File: config.mk
export PLATFORM = sky130hd
export DESIGN_NAME = vrbs_cmd_fifo
export DESIGN_NICKNAME = d
export VERILOG_FILES = /design/src/rtl/core/vrbs_pkg.sv /design/src/rtl/core/vrbs_cmd_fifo.sv
export SDC_FILE = /design/constraint.sdc
export NUM_CORES = 1
export LEC_CHECK = 0
export ABC_AREA = 1
export BUFFER_PORTS_ARGS = -buffer_cell sky130_fd_sc_hd__buf_2
export CAP_MARGIN = 5
export CELL_PAD_IN_SITES_DETAIL_PLACEMENT = 0
export CELL_PAD_IN_SITES_GLOBAL_PLACEMENT = 1
export CORE_MARGIN = 10
export CORE_UTILIZATION = 38
export DETAILED_ROUTE_END_ITERATION = 10
export HOLD_SLACK_MARGIN = 0.03
export PLACE_DENSITY = 0.75
export REMOVE_ABC_BUFFERS = 1
export SYNTH_ARGS = -nofsm -noshare
export SYNTH_HDL_FRONTEND = slang
export SYNTH_SLANG_ARGS = --single-unit
File: constraint.sdc
create_clock -name i_clk -period 1.4 [get_ports i_clk]
set_input_delay 0.14 -clock i_clk [delete_from_list [all_inputs] [get_ports i_clk]]
set_output_delay 0.14 -clock i_clk [all_outputs]
set_load 0.01 [all_outputs]
File: src/rtl/core/vrbs_pkg.sv
// Shared types, sizes and codes of the variable record byte stack.
// Used by every module of the block; depends on nothing.
package vrbs_pkg;

    // Store geometry.
    localparam int CAPACITY   = 1024;
    localparam int MAX_RECORD = 64;
    localparam int HDR_BYTES  = 4;
    localparam int ADDR_W     = $clog2(CAPACITY);
    localparam int TOP_W      = $clog2(CAPACITY + 1);
    localparam int LEN_W      = 7;
    localparam int KIND_W     = 3;
    localparam int BYTE_W     = 8;
    localparam int STAT_W     = 2;

    // Command queue between the front and the back.
    localparam int Q_DEPTH = 2;
    localparam int QPTR_W  = $clog2(Q_DEPTH);
    localparam int QCNT_W  = $clog2(Q_DEPTH + 1);

    // Item kinds as they arrive on the input channel.
    localparam logic [KIND_W-1:0] KIND_PUSH  = 3'd0;
    localparam logic [KIND_W-1:0] KIND_POP   = 3'd1;
    localparam logic [KIND_W-1:0] KIND_PEEK  = 3'd2;
    localparam logic [KIND_W-1:0] KIND_CLEAR = 3'd3;
    localparam logic [KIND_W-1:0] KIND_CHECK = 3'd4;

    // Operations handed from the front to the back.
    localparam logic [2:0] OP_PUSH  = 3'd0;
    localparam logic [2:0] OP_POP   = 3'd1;
    localparam logic [2:0] OP_PEEK  = 3'd2;
    localparam logic [2:0] OP_CLEAR = 3'd3;
    localparam logic [2:0] OP_CHECK = 3'd4;
    localparam logic [2:0] OP_ABORT = 3'd5;

    // Result status codes.
    localparam logic [STAT_W-1:0] ST_OK      = 2'd0;
    localparam logic [STAT_W-1:0] ST_NO_ROOM = 2'd1;
    localparam logic [STAT_W-1:0] ST_EMPTY   = 2'd2;

    // One queued command.
    typedef struct packed {
        logic [2:0]        op;
        logic [BYTE_W-1:0] data;
        logic [LEN_W-1:0]  len;
    } t_cmd;

    // len > MAX_RECORD, or len plus header bytes do not fit below top.
    function automatic logic no_room(input logic [LEN_W-1:0] len,
                                     input logic [TOP_W-1:0] top);
        logic [TOP_W:0] need;
        need = (TOP_W + 1)'(len) + (TOP_W + 1)'(HDR_BYTES);
        return (len > LEN_W'(MAX_RECORD)) || (need > (TOP_W + 1)'(top));
    endfunction

endpackage

File: src/rtl/core/vrbs_cmd_fifo.sv
// Short command queue that decouples the front from the back.
// Depends on vrbs_pkg for the command type and the depth.
module vrbs_cmd_fifo (
    input  logic           i_clk,
    input  logic           i_rst_n,
    input  logic           i_wr,
    input  vrbs_pkg::t_cmd i_cmd,
    output logic           o_full,
    output logic           o_valid,
    output vrbs_pkg::t_cmd o_cmd,
    input  logic           i_pop
);

    vrbs_pkg::t_cmd                  r_mem [vrbs_pkg::Q_DEPTH];
    logic [vrbs_pkg::QPTR_W-1:0]     r_wp;
    logic [vrbs_pkg::QPTR_W-1:0]     r_rp;
    logic [vrbs_pkg::QCNT_W-1:0]     r_count;
    logic [vrbs_pkg::QCNT_W-1:0]     n_count;
    logic                            w_do_pop;

    assign o_full   = (r_count == vrbs_pkg::QCNT_W'(vrbs_pkg::Q_DEPTH));
    assign o_valid  = (r_count != '0);
    assign o_cmd    = r_mem[r_rp];
    assign w_do_pop = i_pop && o_valid;

    // Occupancy follows the write and read beats.
    always_comb begin
        n_count = r_count;
        if (i_wr && !w_do_pop) begin
            n_count = r_count + vrbs_pkg::QCNT_W'(1);
        end else if (!i_wr && w_do_pop) begin
            n_count = r_count - vrbs_pkg::QCNT_W'(1);
        end
    end

    // Pointers and count.
    always_ff @(posedge i_clk) begin
        if (!i_rst_n) begin
            r_wp    <= '0;
            r_rp    <= '0;
            r_count <= '0;
        end else begin
            r_count <= n_count;
            if (i_wr) begin
                r_wp <= r_wp + vrbs_pkg::QPTR_W'(1);
            end
            if (w_do_pop) begin
                r_rp <= r_rp + vrbs_pkg::QPTR_W'(1);
            end
        end
    end

    // Entry storage needs no reset.
    always_ff @(posedge i_clk) begin
        if (i_wr) begin
            r_mem[r_wp] <= i_cmd;
        end
    end

endmodule

==> results of run 1 <==
[state kept, by name, summed over array words and instances, names as in the netlist, named ones only]
signal	count
r_mem	36
r_rp	1
r_wp	1
r_count	2
[critical path, cell delays in order, from the launching register on]
cell and delay [ps]:
dfxtp_4 410, clkbuf_16 160, mux2_4 310, buf_6 120
[layout make-up]
cell class                      instances  share of cell area
Sequential cell                        41              0.5235
Timing Repair Buffer                   56              0.2286
Multi-Input combinational cell         41              0.1585
Tap cell                               50             0.02761
Inverter                                8             0.01325
Clock buffer                            5             0.03037
Clock inverter                          3             0.01822
[routing by layer]
metal | global-route usage | vias to the layer above | share of wire
li1 | - | 449 | -
met1 | 0.08415 | 435 | 0.39
met2 | 0.1428 | 33 | 0.54
met3 | 0.04444 | 2 | 0.071
met4 | 0.02246 | 0 | 0.0026
met5 | 0 | - | 0
[cells in the mapped netlist, drive strengths merged]
| library cell | number |
|---|---|
| buf | 2 |
| o21ai | 1 |
| o21a | 1 |
| nand2 | 9 |
| mux2 | 18 |
| nand4 | 1 |
| inv | 8 |
| edfxtp | 36 |
| a21oi | 1 |
| ha | 1 |
| nor2 | 8 |
| nand3 | 1 |
| dfxtp | 5 |
[metrics by stage]
| step | worst slack (ps) | hold slack [ps] |
|---|---|---|
| CTS | -33.55 | 35.85 |
| detailed placement | 118.3 | 331.3 |
| global route | -66.78 | 30.08 |
| floorplan | -92.92 | 238.9 |
| global placement | 216.0 | 329.2 |
| finish | -19.87 | 43.23 |
[where the power goes]
part | internal [mW] | leakage [nW] | switching [mW] | total (mW)
clock | 0.524 | 0.0518 | 0.378 | 0.902
sequential | 1.42 | 0.380 | 0.0397 | 1.46
combinational | 0.367 | 0.494 | 0.252 | 0.619
[cells by family (layout without fill, tap and decap cells)]
logic type	Yosys count	after routing	synth area share
flip-flops	41	41	0.7439
AND/OR/NAND/NOR	19	19	0.04728
multiplexers	18	18	0.1513
buffers and inverters	10	72	0.03861
AO/OA/AOI/OAI	3	3	0.01103
adder cells (fa/ha/maj)	1	1	0.007879
[final timing paths]
path | startpoint | endpoint | slack (ps) | cells after the start
hold / removal | i_cmd[3] | r_mem[1][3] | 40 | 1
setup / recovery | flop | o_cmd[12] | -20 | 3
setup reg to reg | r_count[1] | r_count[0] | 100 | 5
hold reg to reg | r_rp | flop | 510 | 2
[repair_timing]
item,4_1_cts,5_1_grt
endpoints found under the setup margin,18,19
hold endpoints to repair,0,20
pin swaps,0,0
hold buffers,0,10
gates cloned,1,1
resized for setup,21,4
==> impl_results.md, run 1 <==
* Nets at 176
* Final Util at 0.5624
* CP Capture Type: primary output
* Final hold vios at 0
* CTS Sinks at 41
* Root buffer cell: clkbuf_8
* LEAKAGE at 0.9259 nW
* Layout cells sized above 1 at 0.4805
* Unique cell type count in the Yosys netlist at 15
* Status: finished with violations
* Antenna diodes at 0
* Tot Pwr at 2.978 mW
* Synth Area per Inst at 17.26 um^2
* Reg area at 0.001186 mm^2
* H-Tree Depth at 2
* Req. time, crit path at 1260 ps
* Min Clock Period, post-route at 1420 ps
* Placed instance area at 0.001874 mm^2
* Num CTS Buffers at 5
* Worst hold path class: input port to flop
* Drt drc at 0
* Area growth syn-to-layout at 42.71%
* Startpoint Class: flop
* Vias/cell at 4.505
* Sequential fraction of the synthesis area at 0.7439
* Die area at 0.007164 mm^2
* PwrDens at 1314 mW/mm^2
* Final setup fails at 18
* Synthesis-stage register bit count at 41
* Critical Path AT at 1280 ps
* Ranking of synthesized cells by area: edfxtp_1 68%, mux2_4 9.5%, dfxtp_1 6.3%, mux2_2 5.7%, nand2_1 2.1%
* Final ANT Viol Nets at 0
* Failing checks: negative setup slack
* Multi-input logic area at 359.1 um^2
* Slew @ Worst Pin at 247.5 ps
* Period utilization at 1.014
* TritonCTS clock tree: built
* Largest net degree at the start of global routing at 19
* Initial Util at 0.3941
* VDD IR max at 679.5 uV
* Initial DRC Count at 45
* Synth Warn # at 0
* Drt pass-1 iters at 4
* IO Port Bufs at 41
* WL/cell at 15.01 um
* Largest area contributor in the netlist: edfxtp_1
* Commonest non-fill, non-tap cell in the layout: edfxtp_1
* Cells after DPL at 184
* Max Cap Viol at 0
* Synthesized area at 0.001588 mm^2
* Die H at 84.64 um
* GR Overflow Total at 0
* Clock Tree Buf Depth at 2
* Top-area cell type share of the netlist area at 0.6809
* Crit path max fanout at 4
* Worst Path Class, Setup: flop to primary output
* Final Skew at 4.214 ps
* Postcts setup bufs at 0
* Fin worst setup slack at -19.87 ps
* Io pins at 42
* Final setup TNS at -190.1 ps
* Final HPWL DP at 2.067 mm
* Slew Limit Headroom at 0.8350
* Final Max Slew Viols at 0
* DRT Wirelength at 3.062 mm
* Clock latency on the worst-skew pair at 280 ps
* Site Rows at 23
* RSZ-0062 raised after global routing: true
* Commonest cells after routing, fill and taps aside: 36 x edfxtp_1, 23 x buf_2, 18 x buf_6
* CORE AREA at 0.004029 mm^2
* Die X at 84.64 um
* Mapped Cells at 92
* Initial antenna violation count at 0
* Final Non-Filler Cells at 204
* Final Wtd Congestion at 0.7014
* Reg clk slew, reported paths at 70 ps
* First-pass GRT wire length at 4.609 mm
* Vias at 919
* Tot GR Track Use at 0.08237
* Achievable frequency at 704.3 MHz
* Fill cell count at 324
* Final Cell Area at 0.002266 mm^2
* Vias in the first global route at 975
No activity file was read; power rests on OpenSTA's default activity.
==> inputs of run 2 (changes only) <==
--- a/config.mk
+++ b/config.mk
@@ -6,15 +6,16 @@
 export NUM_CORES = 1
 export LEC_CHECK = 0
 export ABC_AREA = 1
-export BUFFER_PORTS_ARGS = -buffer_cell sky130_fd_sc_hd__buf_2
 export CAP_MARGIN = 5
 export CELL_PAD_IN_SITES_DETAIL_PLACEMENT = 0
 export CELL_PAD_IN_SITES_GLOBAL_PLACEMENT = 1
 export CORE_MARGIN = 10
-export CORE_UTILIZATION = 38
+export CORE_UTILIZATION = 45
+export CTS_CLUSTER_DIAMETER = 200
 export DETAILED_ROUTE_END_ITERATION = 10
+export DONT_BUFFER_PORTS = 1
 export HOLD_SLACK_MARGIN = 0.03
-export PLACE_DENSITY = 0.75
+export PLACE_DENSITY = 0.74
 export REMOVE_ABC_BUFFERS = 1
 export SYNTH_ARGS = -nofsm -noshare
 export SYNTH_HDL_FRONTEND = slang
==> run 2 against run 1 <==
The flow now finishes without violations. Final area is 12% lower. Setup slack better by 38 ps. Sequential power hardly changed. Global-route usage is 1.5 points higher. Cell count is 17% lower. Flip-flop and latch count stayed put. Count of clock-buffer cells in the layout is 1 higher. Critical path depth is 1 lower. Clock skew is 0.72 ps higher. Register-to-register slack better by 20 ps. Largest cell class unchanged. Largest power group unchanged.
==> impl_results.md, run 2 (synthesis results as in run 1) <==
* IO Port Bufs at 0 (was 41)
* Critical Path Max Stage Delay at 400 ps (was 410 ps)
* Max reg flops at 36 (unchanged)
* WL/cell at 17.32 um (was 15.01 um)
* Slew Limit Headroom at 0.8330 (was 0.8350)
* Largest net degree at the start of global routing at 19 (unchanged)
* Commonest cells after routing, fill and taps aside: 36 x edfxtp_1, 22 x dlygate4sd3_1, 11 x mux2_4 (was 36 x edfxtp_1, 23 x buf_2, 18 x buf_6)
* Critical Path AT at 1240 ps (was 1280 ps)
* First-pass GRT wire length at 4.664 mm (was 4.609 mm)
* Min Clock Period, post-route at 1382 ps (was 1420 ps)
* Clock power frac at 0.213 (was 0.303)
* Max Cap Viol at 0 (unchanged)
* Die area at 0.006304 mm^2 (was 0.007164 mm^2)
* Biggest register: r_mem (unchanged)
* Initial DRC Count at 64 (was 45)
* Tot GR Track Use at 0.09753 (was 0.08237)
* Nets at 147 (was 176)
* TritonCTS clock tree: built (unchanged)
* CP Cell Sequence: buf_12 > mux2_2 (was clkbuf_16 > mux2_4 > buf_6)
* Tot Pwr at 2.426 mW (was 2.978 mW)
* Cells after DPL at 139 (was 184)
* Internal at 1.837 mW (was 2.308 mW)
* Worst Path Class, Setup: flop to primary output (unchanged)
* Crit-path slowest cell: dfxtp_4 (unchanged)
* Crit path max fanout at 9 (was 4)
* Area growth syn-to-layout at 25.14% (was 42.71%)
* VDD IR max at 627.1 uV (was 679.5 uV)
* Period utilization at 0.9870 (was 1.014)
* Root buffer cell: clkbuf_4 (was clkbuf_8)
* Clock Tree Buf Depth at 2 (unchanged)
* Site Rows at 21 (was 23)
* Commonest non-fill, non-tap cell in the layout: edfxtp_1 (unchanged)
* Req. time, crit path at 1260 ps (about the same)
* LEAKAGE at 0.7367 nW (was 0.9259 nW)
* Final hold vios at 0 (unchanged)
* Final ANT Viol Nets at 0 (unchanged)
* CP Capture Type: primary output (unchanged)
* Worst hold path class: input port to flop (unchanged)
* Drt pass-1 iters at 4 (unchanged)
* Die H at 79.40 um (was 84.64 um)
* Die X at 79.40 um (was 84.64 um)
* Hold WS at 188.7 ps (was 43.23 ps)
* Achievable frequency at 723.7 MHz (was 704.3 MHz)
* Final Non-Filler Cells at 170 (was 204)
* Net Sw Frac at 0.2427 (was 0.2248)
* Antenna diodes at 0 (unchanged)
* Reg area at 0.001187 mm^2 (was 0.001186 mm^2)
* Reg clk slew, reported paths at 100 ps (was 70 ps)
* DRT Wirelength at 2.944 mm (was 3.062 mm)
* Combinational Power Share at 0.188 (was 0.208)
* Layout cells sized above 1 at 0.2661 (was 0.4805)
* Final Util at 0.5908 (was 0.5624)
* NetSw at 0.5886 mW (was 0.6695 mW)
* Vias in the first global route at 902 (was 975)
* Initial Util at 0.4721 (was 0.3941)
* RSZ-0062 raised after global routing: true (unchanged)
* CORE AREA at 0.003363 mm^2 (was 0.004029 mm^2)
* Vias at 814 (was 919)
* Clock latency on the worst-skew pair at 330 ps (was 280 ps)
* PwrDens at 1221 mW/mm^2 (was 1314 mW/mm^2)
* Final setup TNS at 0 ps (was -190.1 ps)
* Io pins at 42 (unchanged)
* Final Wtd Congestion at 0.6201 (was 0.7014)
* GR Overflow Total at 0 (unchanged)
* Sequential share of power at 0.600 (was 0.489)
* Slew @ Worst Pin at 250.6 ps (was 247.5 ps)
* Num CTS Buffers at 5 (unchanged)
* Final setup fails at 0 (was 18)
* Drt drc at 0 (unchanged)
* Final Skew at 4.939 ps (was 4.214 ps)
* Multi-input logic area at 364.1 um^2 (was 359.1 um^2)
* Final HPWL DP at 1.992 mm (was 2.067 mm)
* Startpoint Class: flop (unchanged)
* CTS Sinks at 41 (unchanged)
* Final Max Slew Viols at 0 (unchanged)
* Largest registers: r_mem: 36 flops, r_count: 2 flops (unchanged)
* H-Tree Depth at 2 (unchanged)
* Initial antenna violation count at 0 (unchanged)
* Vias/cell at 4.788 (was 4.505)
* Status: completed (was finished with violations)
* Fill cell count at 290 (was 324)
-- run 2: cell types whose count changed in the layout (fill, tap and decap cells not counted), sizes merged --
cell | before | now
dlygate4sd3 | 10 | 22
buf | 45 | 5
bufinv | 1 | 0
clkinvlp | 1 | 0
-- run 2: worst paths after layout --
path                end       start  slack [ps]  cells after the start
min reg2reg        r_rp        r_rp         510                      2
min                r_rp       i_pop         190                      4
max           o_cmd[17]        flop          20                      2
max reg2reg  r_count[1]  r_count[0]         120                      8
-- run 2: what timing repair did --
action                                  CTS  global route
setup buffers                             0             1
resized for setup                         3             4
hold buffers                             21             1
hold endpoints to repair                 41             1
pin swaps                                 0             1
endpoints found under the setup margin    8            10
gates cloned                              1             0
-- run 2: final cells by class --
class                           instances  share of cell area
Multi-Input combinational cell         41              0.1832
Clock inverter                          1            0.001889
Clock buffer                            6             0.02078
Sequential cell                        41              0.5976
Timing Repair Buffer                   27              0.1524
Inverter                                8             0.01511
Tap cell                               46             0.02897
-- run 2: worst max-delay path: cells and delay by family, from the launching register on --
kind / cells / cell delay [ps]
buffers and inverters: 1 / 140
muxes: 1 / 370
DFF: 1 / 400
-- run 2: routing by layer --
layer / wire length, um / global-route usage / up-vias
met2: 1651 / 0.1819 / 26
met5: 0 / 0 / -
met4: 62 / 0.03763 / 0
met1: 1018 / 0.08817 / 385
li1: - / - / 394
met3: 211 / 0.04730 / 9
-- run 2: through the flow --
| step | worst slack (ps) | cell area (um^2) |
|---|---|---|
| 2_1_floorplan | -92.92 | 1556 |
| 3_3_place_gp | 218.5 | 1664 |
| 3_5_place_dp | 75.85 | 1664 |
| 4_1_cts | -13.14 | 1951 |
| 5_1_grt | -39.61 | 1987 |
| 6_report | 18.19 | 1987 |
-- run 2: power by group through the flow --
stage / Combinational (mW) / Sequential [mW] / Clock, mW
global placement: 0.346 / 1.47 / 0
global route: 0.500 / 1.46 / 0.574
finish: 0.456 / 1.45 / 0.515
CTS: 0.441 / 1.45 / 0.534
detailed placement: 0.359 / 1.47 / 0
floorplan: 0.249 / 1.49 / 0
